==> config.mk <==
export PLATFORM = sky130hd
export DESIGN_NAME = dtvcc_packet_assembler_flat
export DESIGN_NICKNAME = d
export VERILOG_FILES = /design/src/dtvcc_pkg.sv /design/src/dtvcc_if.sv /design/src/dtvcc_packet_assembler.sv /design/src/dtvcc_ram.sv /design/src/flat_wrapper.sv
export SDC_FILE = /design/constraint.sdc
export NUM_CORES = 1
export LEC_CHECK = 0
export BUFFER_PORTS_ARGS = -buffer_cell sky130_fd_sc_hd__buf_2
export CORE_MARGIN = 4
export CORE_UTILIZATION = 32
export DETAILED_ROUTE_END_ITERATION = 8
export GPL_TIMING_DRIVEN = 0
export PLACE_DENSITY = 0.54
export SYNTH_ARGS = -nofsm -noshare
export SYNTH_HDL_FRONTEND = slang
export SYNTH_SLANG_ARGS = --single-unit
==> constraint.sdc <==
create_clock -name clock -period 6 [get_ports clock]
set_input_delay 0.9 -clock clock [delete_from_list [all_inputs] [get_ports clock]]
set_output_delay 0.9 -clock clock [all_outputs]
set_load 0.005 [all_outputs]
==> src/dtvcc_pkg.sv <==
// Package for the DTVCC packet assembler: codes, widths and limits.
// Used by the assembler and its checker.
`default_nettype none
package dtvcc_pkg;

   localparam int STORE_DEPTH      = 64;
   localparam int STORE_WIDTH      = 16;
   localparam int MAX_PACKET_BYTES = 128;
   localparam int DATA_BYTE_LIMIT  = 253;
   localparam int CSR_ADDR_W       = 3;
   localparam int CSR_DATA_W       = 32;

   localparam logic [1:0] TYPE_DATA  = 2'd2;
   localparam logic [1:0] TYPE_START = 2'd3;

   localparam logic [1:0] KIND_BYTES    = 2'd0;
   localparam logic [1:0] KIND_OVERFLOW = 2'd1;
   localparam logic [1:0] KIND_SKIPPED  = 2'd2;
   localparam logic [1:0] KIND_BAD_TYPE = 2'd3;

   localparam logic CSR_DECODER_ENABLE_IDX = 1'b0;

endpackage
`default_nettype wire

==> src/dtvcc_if.sv <==
// Channel interfaces for caption pair requests and packet/status responses.
// Standalone; no package dependency.
`default_nettype none
interface dtvcc_req_if;
   logic       valid;
   logic       ready;
   logic       pair_valid;
   logic [1:0] pair_type;
   logic [7:0] byte_a;
   logic [7:0] byte_b;

   modport source (output valid, pair_valid, pair_type, byte_a, byte_b, input ready);
   modport sink   (input valid, pair_valid, pair_type, byte_a, byte_b, output ready);
endinterface

interface dtvcc_rsp_if;
   logic       valid;
   logic       ready;
   logic [1:0] result_kind;
   logic [7:0] out_byte_a;
   logic [7:0] out_byte_b;
   logic       last_of_run;

   modport source (output valid, result_kind, out_byte_a, out_byte_b, last_of_run,
                   input ready);
   modport sink   (input valid, result_kind, out_byte_a, out_byte_b, last_of_run,
                   output ready);
endinterface
`default_nettype wire

==> src/dtvcc_packet_assembler.sv <==
// DTVCC packet assembler: one item per cycle while idle and not stalled by the
// response channel; a status result is registered in the cycle after its
// transaction. A packet drains from the store pair by pair (store read, then load
// of the output register when the response channel is free), taking no new item.
// Synchronous active-high reset clears control state and the enable register.
// Depends on dtvcc_pkg, dtvcc_if and dtvcc_ram.
`default_nettype none
module dtvcc_packet_assembler (
   input  wire logic                               clock,
   input  wire logic                               reset,
   dtvcc_req_if.sink                               req_chan,
   dtvcc_rsp_if.source                             rsp_chan,
   input  wire logic                               csr_psel,
   input  wire logic                               csr_penable,
   input  wire logic                               csr_pwrite,
   input  wire logic [dtvcc_pkg::CSR_ADDR_W-1:0]   csr_paddr,
   input  wire logic [dtvcc_pkg::CSR_DATA_W-1:0]   csr_pwdata,
   output logic      [dtvcc_pkg::CSR_DATA_W-1:0]   csr_prdata,
   output logic                                    csr_pready
);

   localparam logic [1:0] S_IDLE = 2'd0;
   localparam logic [1:0] S_READ = 2'd1;
   localparam logic [1:0] S_SEND = 2'd2;
   localparam int IDX_W = $clog2(dtvcc_pkg::STORE_DEPTH);

   logic [1:0]       state_ff, state_in;
   logic             enable_ff, enable_in;
   logic [7:0]       bytes_ff, bytes_in;
   logic             header_ff, header_in;
   logic [IDX_W:0]   pairs_ff, pairs_in;
   logic [IDX_W-1:0] cnt_ff, cnt_in;
   logic             rsp_valid_ff, rsp_valid_in;
   logic [1:0]       rsp_kind_ff, rsp_kind_in;
   logic [7:0]       rsp_a_ff, rsp_a_in;
   logic [7:0]       rsp_b_ff, rsp_b_in;
   logic             rsp_last_ff, rsp_last_in;

   logic                               wr_en;
   logic [IDX_W-1:0]                   wr_addr;
   logic [dtvcc_pkg::STORE_WIDTH-1:0]  wr_data;
   logic                               rd_en;
   logic [dtvcc_pkg::STORE_WIDTH-1:0]  rd_data;

   logic       rsp_free;
   logic       accept;
   logic       csr_write;
   logic [7:0] bytes_sum;
   logic       drain_last;

   dtvcc_ram #(
      .WIDTH(dtvcc_pkg::STORE_WIDTH),
      .DEPTH(dtvcc_pkg::STORE_DEPTH)
   ) u_store (
      .clock   (clock),
      .wr_en   (wr_en),
      .wr_addr (wr_addr),
      .wr_data (wr_data),
      .rd_en   (rd_en),
      .rd_addr (cnt_ff),
      .rd_data (rd_data)
   );

   assign rsp_free       = !rsp_valid_ff || rsp_chan.ready;
   assign req_chan.ready = (state_ff == S_IDLE) && rsp_free;
   assign accept         = req_chan.valid && req_chan.ready;
   assign csr_write      = csr_psel && csr_penable && csr_pwrite && csr_pready;
   assign bytes_sum      = bytes_ff + 8'd2;
   assign drain_last     = ({1'b0, cnt_ff} + (IDX_W+1)'(1)) == pairs_ff;

   assign csr_pready = 1'b1;
   assign csr_prdata = (csr_paddr[2] == dtvcc_pkg::CSR_DECODER_ENABLE_IDX)
                       ? {{(dtvcc_pkg::CSR_DATA_W-1){1'b0}}, enable_ff}
                       : '0;

   assign rsp_chan.valid       = rsp_valid_ff;
   assign rsp_chan.result_kind = rsp_kind_ff;
   assign rsp_chan.out_byte_a  = rsp_a_ff;
   assign rsp_chan.out_byte_b  = rsp_b_ff;
   assign rsp_chan.last_of_run = rsp_last_ff;

   always_comb begin
      state_in     = state_ff;
      enable_in    = enable_ff;
      bytes_in     = bytes_ff;
      header_in    = header_ff;
      pairs_in     = pairs_ff;
      cnt_in       = cnt_ff;
      rsp_valid_in = rsp_valid_ff;
      rsp_kind_in  = rsp_kind_ff;
      rsp_a_in     = rsp_a_ff;
      rsp_b_in     = rsp_b_ff;
      rsp_last_in  = rsp_last_ff;
      wr_en        = 1'b0;
      wr_addr      = bytes_ff[IDX_W:1];
      wr_data      = {req_chan.byte_a, req_chan.byte_b};
      rd_en        = 1'b0;

      if (csr_write && csr_paddr[2] == dtvcc_pkg::CSR_DECODER_ENABLE_IDX) begin
         enable_in = csr_pwdata[0];
      end

      if (rsp_valid_ff && rsp_chan.ready) begin
         rsp_valid_in = 1'b0;
      end

      case (state_ff)
         S_IDLE: begin
            if (accept && enable_ff) begin
               case (req_chan.pair_type)
                  dtvcc_pkg::TYPE_DATA: begin
                     if (req_chan.pair_valid && header_ff) begin
                        if (bytes_ff > 8'(dtvcc_pkg::DATA_BYTE_LIMIT)) begin
                           rsp_valid_in = 1'b1;
                           rsp_kind_in  = dtvcc_pkg::KIND_OVERFLOW;
                           rsp_a_in     = '0;
                           rsp_b_in     = '0;
                           rsp_last_in  = 1'b1;
                        end else begin
                           wr_en = 1'b1;
                           if (bytes_sum[7:1] >= pairs_ff) begin
                              bytes_in  = '0;
                              header_in = 1'b0;
                              cnt_in    = '0;
                              state_in  = S_READ;
                           end else begin
                              bytes_in = bytes_sum;
                           end
                        end
                     end
                  end
                  dtvcc_pkg::TYPE_START: begin
                     if (req_chan.pair_valid) begin
                        if (bytes_ff > 8'(dtvcc_pkg::MAX_PACKET_BYTES - 1)) begin
                           rsp_valid_in = 1'b1;
                           rsp_kind_in  = dtvcc_pkg::KIND_OVERFLOW;
                           rsp_a_in     = '0;
                           rsp_b_in     = '0;
                           rsp_last_in  = 1'b1;
                        end else begin
                           if (header_ff) begin
                              rsp_valid_in = 1'b1;
                              rsp_kind_in  = dtvcc_pkg::KIND_SKIPPED;
                              rsp_a_in     = '0;
                              rsp_b_in     = '0;
                              rsp_last_in  = 1'b1;
                           end
                           wr_en     = 1'b1;
                           wr_addr   = '0;
                           bytes_in  = 8'd2;
                           header_in = 1'b1;
                           pairs_in  = (req_chan.byte_a[IDX_W-1:0] == '0)
                                       ? (IDX_W+1)'(dtvcc_pkg::STORE_DEPTH)
                                       : {1'b0, req_chan.byte_a[IDX_W-1:0]};
                        end
                     end
                  end
                  default: begin
                     rsp_valid_in = 1'b1;
                     rsp_kind_in  = dtvcc_pkg::KIND_BAD_TYPE;
                     rsp_a_in     = '0;
                     rsp_b_in     = '0;
                     rsp_last_in  = 1'b1;
                  end
               endcase
            end
         end
         S_READ: begin
            rd_en    = 1'b1;
            state_in = S_SEND;
         end
         S_SEND: begin
            if (rsp_free) begin
               rsp_valid_in = 1'b1;
               rsp_kind_in  = dtvcc_pkg::KIND_BYTES;
               rsp_a_in     = rd_data[15:8];
               rsp_b_in     = rd_data[7:0];
               rsp_last_in  = drain_last;
               if (drain_last) begin
                  state_in = S_IDLE;
               end else begin
                  cnt_in   = cnt_ff + IDX_W'(1);
                  state_in = S_READ;
               end
            end
         end
         default: begin
            state_in = S_IDLE;
         end
      endcase
   end

   always_ff @(posedge clock) begin
      if (reset) begin
         state_ff     <= S_IDLE;
         enable_ff    <= 1'b0;
         bytes_ff     <= '0;
         header_ff    <= 1'b0;
         pairs_ff     <= '0;
         cnt_ff       <= '0;
         rsp_valid_ff <= 1'b0;
      end else begin
         state_ff     <= state_in;
         enable_ff    <= enable_in;
         bytes_ff     <= bytes_in;
         header_ff    <= header_in;
         pairs_ff     <= pairs_in;
         cnt_ff       <= cnt_in;
         rsp_valid_ff <= rsp_valid_in;
      end
   end

   always_ff @(posedge clock) begin
      rsp_kind_ff <= rsp_kind_in;
      rsp_a_ff    <= rsp_a_in;
      rsp_b_ff    <= rsp_b_in;
      rsp_last_ff <= rsp_last_in;
   end

endmodule
`default_nettype wire

==> src/dtvcc_ram.sv <==
// Generic single-write, single-read synchronous RAM with registered read data.
// No dependencies.
`default_nettype none
module dtvcc_ram #(
   parameter int WIDTH = 16,
   parameter int DEPTH = 64
) (
   input  wire logic                     clock,
   input  wire logic                     wr_en,
   input  wire logic [$clog2(DEPTH)-1:0] wr_addr,
   input  wire logic [WIDTH-1:0]         wr_data,
   input  wire logic                     rd_en,
   input  wire logic [$clog2(DEPTH)-1:0] rd_addr,
   output logic      [WIDTH-1:0]         rd_data
);

   logic [WIDTH-1:0] mem [DEPTH];
   logic [WIDTH-1:0] rd_data_ff;

   always_ff @(posedge clock) begin
      if (wr_en) begin
         mem[wr_addr] <= wr_data;
      end
      if (rd_en) begin
         rd_data_ff <= mem[rd_addr];
      end
   end

   assign rd_data = rd_data_ff;

endmodule
`default_nettype wire

==> src/flat_wrapper.sv <==
// flat-port wrapper written by rule: the top's interface ports become plain ports
module dtvcc_packet_assembler_flat 
  (clock, reset, csr_psel, csr_penable, csr_pwrite, csr_paddr, csr_pwdata, csr_prdata, csr_pready, req_chan_valid, req_chan_pair_valid, req_chan_pair_type, req_chan_byte_a, req_chan_byte_b, req_chan_ready, rsp_chan_valid, rsp_chan_result_kind, rsp_chan_out_byte_a, rsp_chan_out_byte_b, rsp_chan_last_of_run, rsp_chan_ready);
  dtvcc_req_if req_chan_i ();
  dtvcc_rsp_if rsp_chan_i ();
  input  wire logic clock;
  input  wire logic reset;
  input  wire logic csr_psel;
  input  wire logic csr_penable;
  input  wire logic csr_pwrite;
  input  wire logic [dtvcc_pkg::CSR_ADDR_W-1:0] csr_paddr;
  input  wire logic [dtvcc_pkg::CSR_DATA_W-1:0] csr_pwdata;
  output logic      [dtvcc_pkg::CSR_DATA_W-1:0] csr_prdata;
  output logic csr_pready;
  input wire logic [$bits(req_chan_i.valid)-1:0] req_chan_valid;
  input wire logic [$bits(req_chan_i.pair_valid)-1:0] req_chan_pair_valid;
  input wire logic [$bits(req_chan_i.pair_type)-1:0] req_chan_pair_type;
  input wire logic [$bits(req_chan_i.byte_a)-1:0] req_chan_byte_a;
  input wire logic [$bits(req_chan_i.byte_b)-1:0] req_chan_byte_b;
  output wire logic [$bits(req_chan_i.ready)-1:0] req_chan_ready;
  output wire logic [$bits(rsp_chan_i.valid)-1:0] rsp_chan_valid;
  output wire logic [$bits(rsp_chan_i.result_kind)-1:0] rsp_chan_result_kind;
  output wire logic [$bits(rsp_chan_i.out_byte_a)-1:0] rsp_chan_out_byte_a;
  output wire logic [$bits(rsp_chan_i.out_byte_b)-1:0] rsp_chan_out_byte_b;
  output wire logic [$bits(rsp_chan_i.last_of_run)-1:0] rsp_chan_last_of_run;
  input wire logic [$bits(rsp_chan_i.ready)-1:0] rsp_chan_ready;
  assign req_chan_i.valid = req_chan_valid;
  assign req_chan_i.pair_valid = req_chan_pair_valid;
  assign req_chan_i.pair_type = req_chan_pair_type;
  assign req_chan_i.byte_a = req_chan_byte_a;
  assign req_chan_i.byte_b = req_chan_byte_b;
  assign req_chan_ready = req_chan_i.ready;
  assign rsp_chan_valid = rsp_chan_i.valid;
  assign rsp_chan_result_kind = rsp_chan_i.result_kind;
  assign rsp_chan_out_byte_a = rsp_chan_i.out_byte_a;
  assign rsp_chan_out_byte_b = rsp_chan_i.out_byte_b;
  assign rsp_chan_last_of_run = rsp_chan_i.last_of_run;
  assign rsp_chan_i.ready = rsp_chan_ready;
  dtvcc_packet_assembler u_core (.clock(clock), .reset(reset), .req_chan(req_chan_i), .rsp_chan(rsp_chan_i), .csr_psel(csr_psel), .csr_penable(csr_penable), .csr_pwrite(csr_pwrite), .csr_paddr(csr_paddr), .csr_pwdata(csr_pwdata), .csr_prdata(csr_prdata), .csr_pready(csr_pready));
endmodule
## Word level (Yosys, flattened, before mapping)

Memory sizes are Yosys's and may differ from the RTL's. A register that Yosys moved wholly into a read port is not among the register bits.
Cells that the tools add are included.

- Bits in registers: 45
- Memories: 1
- Word-level logic and storage cells: 145
- RAM bits: 1024

- Reductions and logical operators: 20
- $lt $le $gt $ge: 3
- Eq/ne operators: 21
- Add/subtract/negate cells: 3
- Muxes and demuxes: 84
- Bitwise operators: 2

Memory list:

| memory | depth | bits a word | rd ports | clocked after memory_dff | write ports | RTL line | source |
|---|---|---|---|---|---|---|---|
| u_core.u_store.mem | 64 | 16 | 1 | 1 | 1 | dtvcc_ram.sv:17 | `logic [WIDTH-1:0] mem [DEPTH];` |

Operators with widths:

| cell | count |
|---|---|
| $mux 8 | 13 |
| $mux 6 | 12 |
| $pmux 8 s2 | 4 |
| $mux 1 | 31 |
| $mux 2 | 13 |
| $ne 2x2->1 const B | 9 |
| $reduce_and 8->1 | 2 |
| $reduce_and 7->1 | 2 |
| $pmux 1 s2 | 6 |
| $pmux 6 s2 | 1 |
| $ne 3x3->1 const B | 3 |
| $add 8x2->8 const B | 1 |
| $gt 8x7->1 const B | 1 |
| $gt 8x8->1 const B | 1 |
| $logic_and 1x1->1 | 8 |
| $pmux 2 s2 | 2 |
| $add 6x1->7 const B | 1 |
| $eq 7x7->1 | 1 |
| $ge 7x7->1 | 1 |
| $mux 7 | 1 |
| $add 6x1->6 const B | 1 |
| $eq 2x2->1 const B | 3 |
| $logic_not 6->1 | 1 |
| $ne 2x1->1 const B | 3 |
| other kinds (10) | 12 |

## Logic depth before layout (Yosys ltp)

- Depth after elaboration: 9
- Depth in mapped cells: 13
- Mapped depth without buffers: 12

## Cells and area by module

A second synthesis with hierarchy kept.

- Cells, all modules: 2092
- Area, all modules: 42722.2 um^2

Modules (own cells, without submodules):

| module | seq. area each (um^2) | instances | cells an instance | area each (um^2) |
|---|---|---|---|---|
| dtvcc_ram | 31230.0 | 1 | 1820 | 40138.5 |
| dtvcc_packet_assembler | 1071.0 | 1 | 272 | 2583.7 |

## Worst setup path before layout

Ideal clock, no wire load.

- Path type: input-to-reg
- From: input port rsp_chan_ready
- To: memory u_core.u_store.mem[40][0] (enable)
- Buffers on the path: 1
- Arrival: 2.930 ns
- Library setup time: 0.389 ns
- Stages: 6
- Setup slack: 2.681 ns
- Path through: nor2b_1 -> nor4_1 -> nand3_1 -> buf_1 -> nand4b_1 -> nor2_1

- Longest elaborated chain between the ends: 8
- Elaborated cells between the ends (all ways): 10

RTL lines:

| what | RTL line | source |
|---|---|---|
| start, declared | flat_wrapper.sv:26 | `input wire logic [$bits(rsp_chan_i.ready)-1:0] rsp_chan_ready;` |
| $logic_or 1x1->1 * | dtvcc_packet_assembler.sv:64 | `assign rsp_free = !rsp_valid_ff \|\| rsp_chan.ready;` |
| $logic_and 1x1->1 * | dtvcc_packet_assembler.sv:65 | `assign req_chan.ready = (state_ff == S_IDLE) && rsp_free;` |
| $logic_and 1x1->1 * | dtvcc_packet_assembler.sv:66 | `assign accept = req_chan.valid && req_chan.ready;` |
| $logic_and 1x1->1 * | dtvcc_packet_assembler.sv:109 | `if (accept && enable_ff) begin` |
| $mux 1 | dtvcc_packet_assembler.sv:109 |  |
| $mux 1 | dtvcc_packet_assembler.sv:107 | `case (state_ff)` |
| $mux 1 | dtvcc_ram.sv:21 | `if (wr_en) begin` |
| $mux 1 (implied by the code) | dtvcc_ram.sv:22 | `mem[wr_addr] <= wr_data;` |
| end, declared | dtvcc_ram.sv:17 |  |

Every way passes the cells marked *; elsewhere a longest branch is shown, timed or not.

==> out/metrics.yaml <==
placed_design:
  gp_congestion: 0.860
  dp_hpwl_um: 72400
  io_buffers: 49
  dp.cells: 3748
global_routing:
  global_route.usage.met2_pct: 25.1
  antenna_found_initial: 5
  grt_overflow_total: 0
  grt.busiest_layer: "met2"
  met3_usage_pct: 4.11
  track_usage_pct: 15.7
  grt_max_degree: 67
  grt_util_met1_pct: 21.6
  grt_pass1_wl_um: 153000
  grt_pass1_vias: 20500
sta:
  maxSlewViolCount: 0
  finClkSkew_ps: 33.7
  finalCritPeriodShare_pct: 76.3
  timing.slew.headroom_pct: 6.64
  finalSetupViolCount: 0
  setup_tns_ps: 0
  min_period_ps: 4580
  fmax_ghz: 0.218
  worst_pin_slew_ps: 1400
  finalHoldViolations: 0
  rsz0062_at_grt: "false"
pwr:
  max-vdd-ir-drop_mv: 0.235
  cellPowerDensity_nw_per_um2: 305
  p_total_mw: 15.1
  leakage_nw: 15.0
route:
  ant_nets: 0
  drc: 0
  first_iter_violations: 2421
  vias: 20200
  firstDrtPassIters: 6
  wl_um: 108000
  wire_per_inst_um: 27.5
  routed_via_density: 5.11
critical_path:
  crit_buf_inv: 3
  cpPeakStageDelay_ps: 860
  crit_fanout: 10
  crit_type: "register to register"
  worstPathRequired_ps: 6370
  reg2reg_from: "u_core.cnt_ff[1]$_SDFFE_PP0P_"
  cpMostUsedCell: "mux4_2"
  crit_path_cell_trace: "buf_2 -> clkbuf_1 -> buf_1 -> mux4_2 -> mux4_2 -> o22ai_1 -> nor2_1"
  cp.arrival_ps: 4950
  start_kind: "register"
  r2r-end: "u_core.u_store.rd_data[6]$_DFFE_PN_"
  reg2reg_slack_ps: 1420
  crit_path_end_kind: "register"
  cp_slowest_cell: "buf_1"
  r2r_cells: 7
  crit_family: "buffers and inverters"
die:
  die_height_um: 371
  die_area_um2: 137000
  rows: 132
  die_w_um: 371
  core_um2: 130000
  start_util_pct: 32.4
  io_pins: 115
clock_network:
  clockBufferDepth: 3
  cts_buffers: 109
  cts_max_level: 3
  ctsResizeCount: 0
  cts_tree: "yes"
  insertion_delay_ps: 700
  postCtsSetupBuffers: 0
  clock_sinks: 1084
  cts_hold_buf: 0
  clk_pin_slew_worst_paths_ps: 60
  cts-root-buf: "clkbuf_16"
min_path:
  worstHoldStart: "csr_pwdata[0]"
  min_path_cells: 3
  min_path_type: "input pin to register"
  whs_endpoint: "u_core.enable_ff$_SDFFE_PP0P_"
finish:
  final_common_cell: "edfxtp_1"
  ff_latch_area_um2: 32300
  final_nets: 2189
  fin_util_pct: 38.0
  final_cell_mix: "edfxtp_1, mux4_2, clkbuf_16"
  n_fill_cell: 11700
  stdcell_count: 3950
  area_growth_pct: 17.3
  multiInputGateArea_um2: 9380
  drive_above_1_share_pct: 32.8
logic_synthesis:
  synth_top_cell_by_area: "edfxtp_1"
  syn_area_per_cell_um2: 22.6
  synthArstFlopShare_pct: 0
  synth_seq_area_share_pct: 76.7
  synth_top_area_share_pct: 75.5
  synth_warnings: 0
  netlist-cell-type-count: 57
  synth_edf_count: 1059
  synth_cells: 1864
  synth-seq-cells: 1084
  synth_area_um2: 42100
  synthTopCellsByArea: "edfxtp_1, mux4_2, dfxtp_1"
  synth_ff_type: "edfxtp_1"
outcome:
  status: "completed"
job:
  maxCapViolations: 0
synthesized netlist by cell type, types with 5 or more instances:
master,number
nand3b_1,8
o22ai_1,28
nand4_1,5
buf_4,34
edfxtp_1,1059
nand4b_1,5
clkbuf_1,50
nor2_1,110
nand2_1,10
and2_1,18
xor2_1,7
nor4_1,5
buf_1,12
and3_1,7
buf_2,30
a21oi_1,15
nor2b_1,6
mux2i_1,10
xnor2_1,7
inv_1,12
dfxtp_1,25
o21ai_0,5
o21ai_1,7
ha_1,9
mux4_2,320
nand3_1,12
worst min-delay path: stages:
cell	delay, ps
buf_2	70
mux2i_1	50
nor2_1	70
routing by layer:
| layer | vias up | share of wire, % |
|---|---|---|
| li1 | 8348 | - |
| met4 | 0 | 2.3 |
| met3 | 142 | 8.7 |
| met1 | 10900 | 42 |
| met2 | 770 | 47 |
| met5 | - | 0 |
through the flow:
stage                     area [um2]  setup slack, ps  hold WS [ps]
after global routing           49400             1520           443
after floorplan                42200             2680           491
after CTS                      49300             1690           421
final                          49400             1420           463
after global placement         44600              950           515
after detailed placement       45900             1590           515
area by class of cell:
class | count | area share, %
Antenna cell | 3 | 0.0152
Buffer | 128 | 1.34
Clock buffer | 140 | 5.86
Clock inverter | 57 | 1.16
Inverter | 14 | 0.106
Multi-Input combinational cell | 668 | 19.0
Sequential cell | 1084 | 65.4
Tap cell | 1742 | 4.41
Timing Repair Buffer | 114 | 2.75
power by group:
part           internal [mW]  total, mW  switching (mW)  leakage (nW)
logic                 0.0269      0.170           0.143          3.60
clock network           3.79       6.61            2.82          1.69
registers               8.30       8.30        0.000309          9.75
total                   12.1       15.1            2.97          15.0
state kept, by name, indices dropped and copies added, names as in the netlist:
name                         count
u_core.bytes_ff                  7
u_core.u_store.mem            1024
u_core.state_ff                  2
u_core.pairs_ff                  7
u_core.cnt_ff                    6
u_core.rsp_chan.valid            1
u_core.rsp_chan.out_byte_b       8
u_core.u_store.rd_data          16
u_core.rsp_chan.result_kind      2
u_core.rsp_chan.out_byte_a       8
u_core.rsp_chan.last_of_run      1
u_core.enable_ff                 1
u_core.header_ff                 1
logic make-up (layout without fill, tap and decap cells):
logic type	count (synthesis)	in the layout	share of synthesized area (%)
XOR/XNOR	14	14	0.291
flip-flops	1084	1084	76.7
other	2	35	0.0178
buffers and inverters	142	453	1.69
adder cells (fa/ha/maj)	9	9	0.267
AND/OR/NAND/NOR	201	201	2.35
multiplexers	331	331	17.4
AO/OA/AOI/OAI	81	81	1.30
worst max-delay path by stage:
stage	to	slack, ps	depth (start not counted)	startpoint
global placement	u_core.u_store.mem[43][7]$_DFFE_PP_	950	7	rsp_chan_ready
detailed placement	u_core.u_store.mem[13][10]$_DFFE_PP_	1590	6	req_chan_pair_type[0]
finish	u_core.u_store.rd_data[6]$_DFFE_PN_	1420	7	u_core.cnt_ff[1]$_SDFFE_PP0P_
floorplan	u_core.u_store.mem[40][0]$_DFFE_PP_	2680	6	rsp_chan_ready
CTS	u_core.u_store.rd_data[6]$_DFFE_PN_	1690	7	u_core.cnt_ff[1]$_SDFFE_PP0P_
global route	u_core.u_store.rd_data[6]$_DFFE_PN_	1520	7	u_core.cnt_ff[1]$_SDFFE_PP0P_
No activity file was read; power rests on OpenSTA's default activity.
